--- src/dtp_pkg.sv ---
// ----------------------------------------------------------------------------
// dtp_pkg
// Shared widths, codes and types of the distance to parameter lookup unit.
// ----------------------------------------------------------------------------
package dtp_pkg;

  localparam int MAX_SEGMENTS = 64;
  localparam int FRAC_BITS    = 16;

  localparam int SEG_W     = $clog2(MAX_SEGMENTS);
  localparam int CNT_W     = 7;
  localparam int LEN_W     = 32;
  localparam int CTRL_W    = 18;
  localparam int T_FRAC    = 16;
  localparam int T_W       = T_FRAC + 1;
  localparam int X_W       = FRAC_BITS + 1;
  localparam int DIV_STEPS = FRAC_BITS;
  localparam int QUEUE_DEPTH = 4;
  localparam int QPTR_W    = $clog2(QUEUE_DEPTH);
  localparam int CFG_IDX_W = 1;

  localparam logic [T_W-1:0] T_ONE = {1'b1, {T_FRAC{1'b0}}};
  localparam logic [X_W-1:0] X_ONE = {1'b1, {FRAC_BITS{1'b0}}};

  localparam logic [CFG_IDX_W-1:0] CFG_TOTAL_LENGTH  = 1'b0;
  localparam logic [CFG_IDX_W-1:0] CFG_SEGMENT_COUNT = 1'b1;

  localparam logic [LEN_W-1:0] TOTAL_LENGTH_RST  = 32'h0001_0000;
  localparam logic [CNT_W-1:0] SEGMENT_COUNT_RST = 7'd1;

  typedef enum logic [0:0] {
    REQ_WRITE = 1'b0,
    REQ_QUERY = 1'b1
  } req_t;

  typedef enum logic [1:0] {
    KIND_WRITE,
    KIND_QUERY,
    KIND_LOW,
    KIND_HIGH
  } kind_t;

  typedef enum logic [1:0] {
    ST_INTERP = 2'd0,
    ST_LOW    = 2'd1,
    ST_HIGH   = 2'd2
  } clamp_t;

  typedef struct packed {
    kind_t                     kind;
    logic [SEG_W-1:0]          seg;
    logic signed [CTRL_W-1:0]  c1;
    logic signed [CTRL_W-1:0]  c2;
    logic [T_W-1:0]            knot;
    logic [CNT_W-1:0]          n;
  } item_t;

  typedef struct packed {
    item_t             item;
    logic [LEN_W-1:0]  distance;
  } entry_t;

endpackage

--- src/dtp_front.sv ---
// ----------------------------------------------------------------------------
// dtp_front
// Classifies an incoming item: table write, clamped query or interpolated query.
// ----------------------------------------------------------------------------
module dtp_front (
  input  logic                                    req_type,
  input  logic [dtp_pkg::SEG_W-1:0]               seg_index,
  input  logic signed [dtp_pkg::CTRL_W-1:0]       ctrl_first,
  input  logic signed [dtp_pkg::CTRL_W-1:0]       ctrl_second,
  input  logic [dtp_pkg::T_W-1:0]                 knot_end,
  input  logic signed [dtp_pkg::LEN_W-1:0]        distance,
  input  logic [dtp_pkg::LEN_W-1:0]               total_length,
  input  logic [dtp_pkg::CNT_W-1:0]               segment_count,
  output dtp_pkg::entry_t                         entry
);

  logic [dtp_pkg::CNT_W-1:0] n_eff;
  logic [dtp_pkg::CNT_W-1:0] n_last;

  always_comb begin
    if (segment_count == '0) begin
      n_eff = dtp_pkg::CNT_W'(1);
    end else if (segment_count > dtp_pkg::CNT_W'(dtp_pkg::MAX_SEGMENTS)) begin
      n_eff = dtp_pkg::CNT_W'(dtp_pkg::MAX_SEGMENTS);
    end else begin
      n_eff = segment_count;
    end
    n_last = n_eff - dtp_pkg::CNT_W'(1);
  end

  always_comb begin
    entry.distance    = distance;
    entry.item.seg    = seg_index;
    entry.item.c1     = ctrl_first;
    entry.item.c2     = ctrl_second;
    entry.item.knot   = knot_end;
    entry.item.n      = n_eff;
    if (dtp_pkg::req_t'(req_type) == dtp_pkg::REQ_WRITE) begin
      entry.item.kind = dtp_pkg::KIND_WRITE;
    end else if (distance <= 0) begin
      entry.item.kind = dtp_pkg::KIND_LOW;
      entry.item.seg  = '0;
    end else if (distance >= total_length) begin
      // positive here, so an unsigned compare is exact
      entry.item.kind = dtp_pkg::KIND_HIGH;
      entry.item.seg  = n_last[dtp_pkg::SEG_W-1:0];
    end else begin
      entry.item.kind = dtp_pkg::KIND_QUERY;
    end
  end

endmodule

--- config.mk ---
export PLATFORM = sky130hd
export DESIGN_NAME = dtp_front
export DESIGN_NICKNAME = d
export VERILOG_FILES = /design/src/dtp_pkg.sv /design/src/dtp_front.sv
export SDC_FILE = /design/constraint.sdc
export NUM_CORES = 1
export LEC_CHECK = 0
export BUFFER_PORTS_ARGS = -buffer_cell sky130_fd_sc_hd__buf_4
export CAP_MARGIN = 5
export CORE_AREA = 5 5 86 88
export DETAILED_ROUTE_END_ITERATION = 7
export DIE_AREA = 0 0 91 93
export GPL_TIMING_DRIVEN = 0
export PLACE_DENSITY = 0.81
export SLEW_MARGIN = 25
export SYNTH_ARGS = -nofsm -noshare
export SYNTH_HDL_FRONTEND = slang
export SYNTH_SLANG_ARGS = --single-unit
--- constraint.sdc ---
create_clock -name vclk -period 7.5
set_clock_uncertainty 0.05 [all_clocks]
set_input_delay 1.5 -clock vclk [all_inputs]
set_output_delay 1.5 -clock vclk [all_outputs]
set_load 0.01 [all_outputs]
* Word-level counts from Yosys, hierarchy flattened
Cells that the tools add are included.
W data, S select, Z words.
** Storage, ports and cells
- Register bits :: 0
- Output and inout port bits :: 100
** Operators by class
- Reduce and logical (&&, ||, !) cells :: 1
- Magnitude comparators :: 3
- Add/subtract/negate cells :: 1
- Mux-type cells :: 7
** Operators with widths (count)
- $ge A32 B32 Y1 :: 1
- $le A32 B1 Y1 const B :: 1
- $mux W7 :: 2
- $mux W6 :: 2
- $mux W8 :: 1
- $gt A7 B7 Y1 const B :: 1
- $logic_not A7 Y1 :: 1
- $sub A6 B1 Y6 const B :: 1
- $mux W2 :: 2

* Depth between registers and ports, before layout
- Word-level depth :: 7
- Gate-level depth with buffers :: 9
- Depth with buffers taken out :: 8

* Least setup slack after synthesis
No wires, ideal clock.
- Kind :: input -> output
- From :: in total_length[2] in the netlist's numbering
- To :: out entry[94] in the netlist's numbering
- Arrival time :: 3.050 ns
- Slack :: 2.900 ns
- Path buffers :: 0
- Stages on the path :: 8
- Path through :: inv_1 ha_1 a211o_1 a31oi_1 o221ai_2 a221oi_4 nor2_1 o221ai_1
** RTL lines
- start: declaration :: RTL line dtp_front.sv:12 : input logic [dtp_pkg::LEN_W-1:0] total_length,
- end: declaration :: RTL line dtp_front.sv:14 : output dtp_pkg::entry_t entry

==> results.py <==
metrics = {
    "pwr": {
        "p_switching_mw": 0.07741,
        "irDropWorstVdd_mv": 0.03161,
        "intPower_mw": 0.1145,
        "seqPwrFrac_pct": 0,
        "power_frac_clock_pct": 0,
        "p_per_area_nw_per_um2": 58.68,
        "swShare_pct": 40.35,
        "power_mw": 0.1919,
        "leakagePower_nw": 1.919,
        "p_comb_share_pct": 100.0,
    },
    "worst_setup_path": {
        "critical_path_class": "in -> out",
        "cp_data_arrival_time_ns": 3.53,
        "end_kind": "output pin",
        "startpoint_type": "input port",
        "worstPathRequired_ns": 5.95,
        "path_max_fanout": 8,
    },
    "timing": {
        "final_max_slew_viol_count": 0,
        "setup_tns_ns": 0,
        "timing.slew.headroom_pct": 55.85,
        "hold_viol": 0,
        "min_period_over_period_pct": 67.70,
        "holdWs_ns": 3.127,
        "setup_slack_ns": 2.422,
        "rsz0062_at_grt": "false",
        "fmax_ghz": 0.1969,
        "finalCriticalPeriod_ns": 5.078,
        "tightest_slew_ns": 0.6622,
        "setup_viol": 0,
    },
    "worst_hold_path": {
        "hold_path_class": "in -> out",
    },
    "final_layout": {
        "final_common_cell": "buf_4",
        "antenna_cells": 0,
        "final_cell_mix": "buf_4 (263), inv_1 (39), ha_1 (33), a21oi_1 (12), nand2_1 (11)",
        "seq_cells": 0,
        "clkbuf_count": 0,
        "multiInputGateArea_um2": 1041,
        "final_util_pct": 49.77,
        "drive_gt1_share_pct": 61.47,
        "regArea_um2": 0,
        "final_cells": 516,
        "nets": 602,
        "fin_area_um2": 3269,
        "fillCellCount": 636,
        "area_growth_pct": 78.36,
    },
    "drt": {
        "routed-wl-met2_um": 3498,
        "vias": 2298,
        "dr.pass1.iters": 4,
        "viasPerCell": 4.453,
        "routed-wl-met3_um": 707,
        "wl_met1_um": 2443,
        "final_antenna_net_count": 0,
        "drt_iter0_drc": 8,
        "highest_layer": "met4",
        "drc": 0,
        "avgRoutedWirePerCell_um": 12.92,
        "wirelength_um": 6665,
    },
    "logic_synthesis": {
        "ys_types": 34,
        "ys_seq_area_share_pct": 0,
        "syn-cell-area_um2": 1833,
        "syn-num-nets": 422,
        "synthCells": 258,
        "yosysWarnings": 0,
        "synth_area_per_cell_um2": 7.105,
    },
    "global_route": {
        "grt_max_degree": 10,
        "grt_first_pass_wirelength_um": 10020,
        "antenna_found_initial": 0,
        "grt_usage_pct": 13.49,
        "grt_pass1_vias": 2341,
        "grt-ovfl-total": 0,
    },
    "flow_run": {
        "cap_violations": 0,
    },
    "placed_design": {
        "place_ws_ns": 2.436,
        "port_buffers": 178,
        "gp_congestion": 0.8177,
        "placedCellCount": 516,
        "placed_area_um2": 3269,
        "dp_hpwl_um": 6246,
    },
    "clock_tree": {
        "cts.hold.buffers_added": 0,
        "cts_resized": 0,
        "cts_setup_buffers": 0,
    },
    "status": {
        "status": "complete, no violations",
    },
    "die": {
        "dieArea_um2": 8463,
        "io_pins": 231,
        "start_util_pct": 27.90,
        "num_rows": 30,
        "core_um2": 6569,
        "die_w_um": 91,
        "die_h_um": 93,
    },
}
==> cell usage after synthesis <==
cell       number  share of area, %
buf_4          85                35
or3_1           1              0.34
nand3_1         6               1.6
a31oi_1         1              0.34
o31a_2          1              0.55
a41oi_1         1              0.48
nor2_1          7               1.4
a21oi_1        12               3.3
o221ai_1        6               2.9
or2b_1          1              0.41
a221oi_2        1              0.82
a21o_2          1              0.48
xnor2_1         1              0.48
nor4_1          8               2.7
a21o_1          3               1.2
nand2_1        11               2.3
nand4_1         6               2.0
o21ai_1         1              0.27
o2111ai_1       2              0.96
o21ai_0         5               1.4
nand2b_1        5               1.7
a221oi_4        1               1.4
a211o_1         1              0.48
inv_1          39               8.0
ha_1           33                23
nor2b_1         6               2.0
a22oi_1         1              0.41
clkbuf_1        2              0.41
nor3_1          3              0.82
o21a_1          2              0.82
o31ai_1         1              0.41
and4_1          2              0.96
a211oi_1        1              0.41
o221ai_2        1              0.82
==> path summary, 6_finish.rpt <==
check / cells past startpoint / slack [ns] / from / to
setup / recovery: 9 / 2.42 / distance[19] / entry[97]
hold / removal: 2 / 3.13 / ctrl_second[12] / entry[68]
==> layer usage <==
| layer | GRT usage (%) | up-vias |
|---|---|---|
| met3 | 3.298 | 2 |
| met4 | 0.3667 | 0 |
| met2 | 26.98 | 128 |
| li1 | - | 1157 |
| met5 | 0 | - |
| met1 | 14.97 | 1011 |
==> worst max-delay path, cell delays in order <==
cell,delay (ns)
buf_4,0.12
ha_1,0.32
a21oi_1,0.13
o21ai_0,0.13
a221oi_2,0.61
a21o_1,0.19
o31a_2,0.20
o221ai_1,0.15
buf_4,0.17
==> logic make-up after synthesis <==
| kind of cell | after synthesis | share of synthesized area [%] |
|---|---|---|
| buffers and inverters | 126 | 43.21 |
| xor gates and xnor gates | 1 | 0.4779 |
| and+or+nand+nor | 56 | 16.38 |
| AOI/OAI and AO/OA | 42 | 17.41 |
| adders and majority gates | 33 | 22.53 |
==> area by class of cell <==
| type | count | share of cell area [%] |
|---|---|---|
| Timing Repair Buffer | 178 | 40.87 |
| Multi-Input combinational cell | 132 | 31.84 |
| Inverter | 39 | 4.478 |
| Buffer | 87 | 19.75 |
| Tap cell | 80 | 3.062 |
==> power by group through the flow <==
stage               registers, mW  clock network [mW]  logic (mW)
floorplan                       0                   0      0.0968
finish                          0                   0       0.192
global route                    0                   0       0.210
detailed placement              0                   0       0.194
CTS                             0                   0       0.195
global placement                0                   0       0.189
No activity file was read; power rests on OpenSTA's default activity.
