File: src/dtp_pkg.sv
// ----------------------------------------------------------------------------
// dtp_pkg
// Shared widths, codes and types of the distance to parameter lookup unit.
// ----------------------------------------------------------------------------
package dtp_pkg;

  localparam int MAX_SEGMENTS = 64;
  localparam int FRAC_BITS    = 16;

  localparam int SEG_W     = $clog2(MAX_SEGMENTS);
  localparam int CNT_W     = 7;
  localparam int LEN_W     = 32;
  localparam int CTRL_W    = 18;
  localparam int T_FRAC    = 16;
  localparam int T_W       = T_FRAC + 1;
  localparam int X_W       = FRAC_BITS + 1;
  localparam int DIV_STEPS = FRAC_BITS;
  localparam int QUEUE_DEPTH = 4;
  localparam int QPTR_W    = $clog2(QUEUE_DEPTH);
  localparam int CFG_IDX_W = 1;

  localparam logic [T_W-1:0] T_ONE = {1'b1, {T_FRAC{1'b0}}};
  localparam logic [X_W-1:0] X_ONE = {1'b1, {FRAC_BITS{1'b0}}};

  localparam logic [CFG_IDX_W-1:0] CFG_TOTAL_LENGTH  = 1'b0;
  localparam logic [CFG_IDX_W-1:0] CFG_SEGMENT_COUNT = 1'b1;

  localparam logic [LEN_W-1:0] TOTAL_LENGTH_RST  = 32'h0001_0000;
  localparam logic [CNT_W-1:0] SEGMENT_COUNT_RST = 7'd1;

  typedef enum logic [0:0] {
    REQ_WRITE = 1'b0,
    REQ_QUERY = 1'b1
  } req_t;

  typedef enum logic [1:0] {
    KIND_WRITE,
    KIND_QUERY,
    KIND_LOW,
    KIND_HIGH
  } kind_t;

  typedef enum logic [1:0] {
    ST_INTERP = 2'd0,
    ST_LOW    = 2'd1,
    ST_HIGH   = 2'd2
  } clamp_t;

  typedef struct packed {
    kind_t                     kind;
    logic [SEG_W-1:0]          seg;
    logic signed [CTRL_W-1:0]  c1;
    logic signed [CTRL_W-1:0]  c2;
    logic [T_W-1:0]            knot;
    logic [CNT_W-1:0]          n;
  } item_t;

  typedef struct packed {
    item_t             item;
    logic [LEN_W-1:0]  distance;
  } entry_t;

endpackage

File: src/dtp_queue.sv
// ----------------------------------------------------------------------------
// dtp_queue
// Short FIFO between the classifier and the evaluation pipeline.
// ----------------------------------------------------------------------------
module dtp_queue (
  input  logic             clk,
  input  logic             rst_n,
  input  logic             push_valid,
  output logic             push_ready,
  input  dtp_pkg::entry_t  push_entry,
  output logic             pop_valid,
  input  logic             pop_ready,
  output dtp_pkg::entry_t  pop_entry
);

  dtp_pkg::entry_t                mem_r [dtp_pkg::QUEUE_DEPTH];
  logic [dtp_pkg::QPTR_W-1:0]     wr_ptr_r;
  logic [dtp_pkg::QPTR_W-1:0]     rd_ptr_r;
  logic [dtp_pkg::QPTR_W:0]       count_r;
  logic                           push;
  logic                           pop;

  assign push_ready = (count_r != (dtp_pkg::QPTR_W+1)'(dtp_pkg::QUEUE_DEPTH));
  assign pop_valid  = (count_r != '0);
  assign pop_entry  = mem_r[rd_ptr_r];
  assign push       = push_valid && push_ready;
  assign pop        = pop_valid && pop_ready;

  always_ff @(posedge clk) begin
    if (!rst_n) begin
      wr_ptr_r <= '0;
      rd_ptr_r <= '0;
      count_r  <= '0;
    end else begin
      if (push) begin
        wr_ptr_r <= wr_ptr_r + dtp_pkg::QPTR_W'(1);
      end
      if (pop) begin
        rd_ptr_r <= rd_ptr_r + dtp_pkg::QPTR_W'(1);
      end
      if (push && !pop) begin
        count_r <= count_r + (dtp_pkg::QPTR_W+1)'(1);
      end else if (pop && !push) begin
        count_r <= count_r - (dtp_pkg::QPTR_W+1)'(1);
      end
    end
  end

  always_ff @(posedge clk) begin
    if (push) begin
      mem_r[wr_ptr_r] <= push_entry;
    end
  end

endmodule

File: config.mk
export PLATFORM = sky130hd
export DESIGN_NAME = dtp_queue
export DESIGN_NICKNAME = d
export VERILOG_FILES = /design/src/dtp_pkg.sv /design/src/dtp_queue.sv
export SDC_FILE = /design/constraint.sdc
export NUM_CORES = 1
export LEC_CHECK = 0
export BUFFER_PORTS_ARGS = -buffer_cell sky130_fd_sc_hd__buf_2
export CAP_MARGIN = 20
export CORE_MARGIN = 5
export CORE_UTILIZATION = 61
export CTS_BUF_LIST = sky130_fd_sc_hd__clkbuf_8
export CTS_CLUSTER_SIZE = 25
export DETAILED_ROUTE_END_ITERATION = 16
export PLACE_DENSITY = 0.93
export SLEW_MARGIN = 5
export SYNTH_ARGS = -nofsm -noshare
export SYNTH_HDL_FRONTEND = slang
export SYNTH_SLANG_ARGS = --single-unit
File: constraint.sdc
create_clock -name clk -period 8.4 [get_ports clk]
set_input_delay 0.42 -clock clk [delete_from_list [all_inputs] [get_ports clk]]
set_output_delay 0.42 -clock clk [all_outputs]
set_load 0.03 [all_outputs]
# --- Word level (Yosys, flattened, before mapping) ---
# Memory sizes are Yosys's and may differ from the RTL's. A register that Yosys moved wholly into a read port is not among the register bits.
# Cells that the tools add are included.
totals:
  ff_bits: 7
  ramBits: 400
  in_bits: 104
  out_inout_bits: 102
  word_cells: 23
  mem_count: 1
op_classes:
  n_addsub: 4
  n_eq_ne: 1
  n_mux: 6
  reduce_logical: 8
memory_table:
  columns: ["name", "depth", "word_bits", "rd", "rd_clocked_by_memory_dff", "wr", "line_no", "source"]
  rows:
  - ["mem_r", 4, 100, 1, 1, 1, "dtp_queue.sv:16", "dtp_pkg::entry_t mem_r [dtp_pkg::QUEUE_DEPTH];"]
ops:
  columns: ["cell", "count"]
  rows:
  - ["two-way mux 3 bit", 2]
  - ["adder 2 x 1 -> 2 bit (second input constant)", 2]
  - ["logical AND 1 bit", 4]
  - ["two-way mux 2 bit", 2]
  - ["adder 3 x 1 -> 3 bit (second input constant)", 1]
  - ["inequality test 3 bit (second input constant)", 1]
  - ["nonzero test 3 bit", 1]
  - ["subtractor 3 x 1 -> 3 bit (second input constant)", 1]
  - ["zero test 1 bit", 2]
  - ["two-way mux 1 bit", 2]
  - ["nonzero test 2 bit", 1]

# --- Depth between registers and ports, before layout ---
logic_depth:
  depth_word: 6
  depth_mapped: 8
  mapped_depth_nobuf: 8

# --- Least setup slack after synthesis ---
# No wires, ideal clock.
synth_timing:
  path_kind: "flip-flop to flip-flop"
  from: "reg count_r[0] (netlist bit)"
  to: "mem mem_r[0][0] (netlist bit), enable pin"
  setup_time_ns: 0.470
  arrival_ns: 3.156
  required_ns: 7.930
  setup_slack_ns: 4.774
  path_stages_with_launch: 4
  cell_sequence: "dfxtp_1 nor2_1 a21boi_2 and2_1"
synth_between:
  elab_chain_cells: 4
synth_lines:
  columns: ["element", "line_no", "source"]
  rows:
  - ["from (decl)", "dtp_queue.sv:19", "logic [dtp_pkg::QPTR_W:0] count_r;"]
  - ["from (signal assigned)", "dtp_queue.sv:42", "count_r <= count_r + (dtp_pkg::QPTR_W+1)'(1);"]
  - ["from (signal assigned)", "dtp_queue.sv:44", "count_r <= count_r - (dtp_pkg::QPTR_W+1)'(1);"]
  - ["inequality test 3 bit", "dtp_queue.sv:23", "assign push_ready = (count_r != (dtp_pkg::QPTR_W+1)'(dtp_pkg::QUEUE_DEPTH));"]
  - ["logical AND 1 bit", "dtp_queue.sv:26", "assign push = push_valid && push_ready;"]
  - ["net push", "dtp_queue.sv:20", "logic push;"]
  - ["two-way mux 1 bit", "dtp_queue.sv:50", "if (push) begin"]
  - ["two-way mux 1 bit (implied by the code)", "dtp_queue.sv:51", "mem_r[wr_ptr_r] <= push_entry;"]
  - ["to (decl)", "dtp_queue.sv:16", null]
# The timed path passes the listed nets, and every way through them passes these cells.

==> impl_metrics.ini <==
[sta]
timing.clock.skew_ns = 0.0379
timing.final.max_slew_violations = 0
setup-violations-final = 0
fmax_mhz = 310
hold-worst-slack_ns = 0.0400
final_period_minus_worst_setup_slack_ns = 3.22
max_slew_margin_pct = 37.2
rsz0062_at_grt = no
fin_tns_setup_ns = 0
finalCritPeriodShare_pct = 38.4
max_slew.worst_pin.slew_ns = 0.942
final-hold-violation-count = 0

[clocking]
clock_sinks = 409
cts_root_buffer = sky130_fd_sc_hd__clkbuf_8
max-clock-path-buffers = 3
cts_tree = done
clk_pin_slew_ns = 0.06
worstSkewPairLatency_ns = 0.60
post_cts.repair.setup_buffers = 0
cts_repair_resize_count = 0
cts_hold_repair.buffers = 0
cts.htree.levels = 2
numCtsBuffers = 60

[global_route]
met3_usage_pct = 5.10
wire_length_of_the_first_global_routing_pass_um = 42400
met2_usage_pct = 34.2
grt_busiest_layer = met2
gr-usage-all-layers_pct = 19.8
antenna_violations_before_repair = 8
groute.layer.met1.usage_pct = 25.0
largest_net_degree_at_the_start_of_global_routing = 64
first_global_vias = 7406
globalRoute.totalOverflow = 0

[die]
fp.dieW_um = 167
row_count = 57
die_h_um = 167
pin_count = 206
area_enclosed_by_the_die_boundary_sq_um = 27800
fp.coreArea_sq_um = 24200
initial_core_utilization_pct = 61.9

[route]
drt_first_pass_iters = 5
post-route-drc-count = 0
avgViaCountPerCell = 5.70
dr.first_iter.drc_count = 445
route.antenna.remaining_nets = 0
dr_wl_cell_um = 23.2
num_vias = 6787
postRouteWirelength_um = 27700

[hold_path]
worst_hold_startpoint = push_entry[19]
holdCritPathClass = primary input to register

[critical_path]
worstPathRequired_ns = 7.98
critical_path.reg2reg.startpoint = count_r[0]
critPathMaxFanout = 42
critical_path_class = register to output port
end_kind = output port
critical_path_arrival_ns = 2.80
crit_path_start_kind = register

[layout]
instances_no_fill = 1191
drive_gt1_share_pct = 44.8
area.growth.synth_to_final_pct = 15.2
layout.nets = 931
n_fill_cell = 1398

[yosys]
synthCells = 570
synth.distinct_cells = 24
synth-seq-area-share_pct = 81.2
syn_area_sq_um = 15000
yosysWarningCount = 0
postSynthAreaPerCell_sq_um = 26.3
yosysTopAreaCell = sky130_fd_sc_hd__edfxtp_1
yosys.area.top_type_share_pct = 80.0
syn_nets = 680
synthTopCellsByArea = sky130_fd_sc_hd__edfxtp_1, sky130_fd_sc_hd__mux4_2, sky130_fd_sc_hd__buf_12
synth_seq_cells = 409

[placement]
gpl.final_weighted_congestion = 0.751
count_of_buffers_from_port_buffering = 205
dp_hpwl_um = 17500
place_inst = 1083

[power_and_ir_drop]
maximum_vdd_drop_v = 0.000233
leakage_nw = 5.86
power.density_nw_per_um2 = 317

[run_status]
status = complete, no violations

[run]
max_cap_violations = 0
## final cells by class
| cell class | instances | area (sq um) | area share (%) |
|---|---|---|---|
| sequential | 409 | 12200 | 70.6 |
| antenna | 4 | 10.0 | 0.0579 |
| clock buffer | 62 | 853 | 4.94 |
| tap | 324 | 405 | 2.35 |
| clock inverter | 42 | 181 | 1.05 |
| multi-input combinational | 135 | 2550 | 14.7 |
| timing repair buffer | 212 | 1080 | 6.24 |
| inverter | 3 | 11.3 | 0.0651 |
## cell families (layout without fill, tap and decap cells)
logic type               Yosys count  after routing  synth area share (%)
multiplexers                     103            103                  15.2
other                              0              4                     0
AND/OR/NAND/NOR                   17             17                 0.609
flip-flops                       409            409                  81.2
adder cells (fa/ha/maj)            6              6                 0.550
buffers and inverters             26            319                  1.87
XOR/XNOR                           4              4                 0.233
AO/OA/AOI/OAI                      5              5                 0.300
## through the flow
step	util, %	cell area [sq um]	worst slack [ns]	total power [mW]
CTS	71.2	17300	5.00	5.54
global route	71.3	17300	4.89	5.72
floorplan	-	15000	4.77	3.83
global placement	67.0	16200	5.63	4.14
finish	71.3	17300	5.18	5.47
detailed placement	67.0	16200	5.57	4.18
## path summary, 6_finish.rpt
| kind | depth (start not counted) | slack [ns] | end |
|---|---|---|---|
| worst max-delay path | 3 | 5.18 | pop_entry[95] |
| worst min-delay path | 1 | 0.04 | mem_r[1][19] |
| worst max register to register | 4 | 5.64 | mem_r[0][37] |
| worst min register to register | 2 | 0.51 | wr_ptr_r[1] |
## where the power goes
group | internal [mW] | switching (mW)
registers | 2.48 | 0.105
clock network | 0.679 | 0.684
logic | 0.571 | 0.954
## placed cells by master, fill, tap and decap left out, types with 3 or more instances in the layout
| cell type | instances |
|---|---|
| sky130_fd_sc_hd__ha_1 | 5 |
| sky130_fd_sc_hd__mux4_2 | 100 |
| sky130_fd_sc_hd__xnor2_1 | 3 |
| sky130_fd_sc_hd__clkbuf_8 | 62 |
| sky130_fd_sc_hd__inv_1 | 27 |
| sky130_fd_sc_hd__buf_4 | 7 |
| sky130_fd_sc_hd__nand2_1 | 5 |
| sky130_fd_sc_hd__edfxtp_1 | 400 |
| sky130_fd_sc_hd__buf_2 | 205 |
| sky130_fd_sc_hd__mux2i_1 | 3 |
| sky130_fd_sc_hd__and2_4 | 4 |
| sky130_fd_sc_hd__dfxtp_1 | 7 |
| sky130_fd_sc_hd__clkinv_1 | 13 |
| sky130_fd_sc_hd__and2_1 | 4 |
| sky130_fd_sc_hd__diode_2 | 4 |
## state kept, by name (all words and copies together), names as in the netlist, named ones only
name / cells
mem_r: 400
count_r: 3
rd_ptr_r: 2
wr_ptr_r: 2
## worst max-delay path, stage by stage, from the launching register on
cell and delay [ns]:
sky130_fd_sc_hd__dfxtp_4 0.66, sky130_fd_sc_hd__buf_4 0.73, sky130_fd_sc_hd__mux4_2 0.63, sky130_fd_sc_hd__buf_2 0.20
## Yosys cell counts
library cell,number
sky130_fd_sc_hd__a21boi_0,1
sky130_fd_sc_hd__a21boi_2,1
sky130_fd_sc_hd__and2_1,8
sky130_fd_sc_hd__buf_1,1
sky130_fd_sc_hd__buf_12,10
sky130_fd_sc_hd__buf_2,10
sky130_fd_sc_hd__buf_6,1
sky130_fd_sc_hd__clkbuf_1,1
sky130_fd_sc_hd__dfxtp_1,9
sky130_fd_sc_hd__edfxtp_1,400
sky130_fd_sc_hd__fa_1,1
sky130_fd_sc_hd__ha_1,5
sky130_fd_sc_hd__inv_1,3
sky130_fd_sc_hd__mux2i_1,3
sky130_fd_sc_hd__mux4_2,100
sky130_fd_sc_hd__nand2_1,5
sky130_fd_sc_hd__nor2_1,1
sky130_fd_sc_hd__nor2b_1,1
sky130_fd_sc_hd__o21ai_0,1
sky130_fd_sc_hd__o311ai_1,1
sky130_fd_sc_hd__o31ai_2,1
sky130_fd_sc_hd__or3_1,2
sky130_fd_sc_hd__xnor2_1,3
sky130_fd_sc_hd__xor2_1,1
## metal layers
metal	part of all wire, %	up-vias	wire, um
li1	-	2966	-
met1	37	3488	10200
met2	54	270	14900
met3	6.7	55	1850
met4	2.2	8	622
met5	0.17	-	47
No activity file was read; power rests on OpenSTA's default activity.
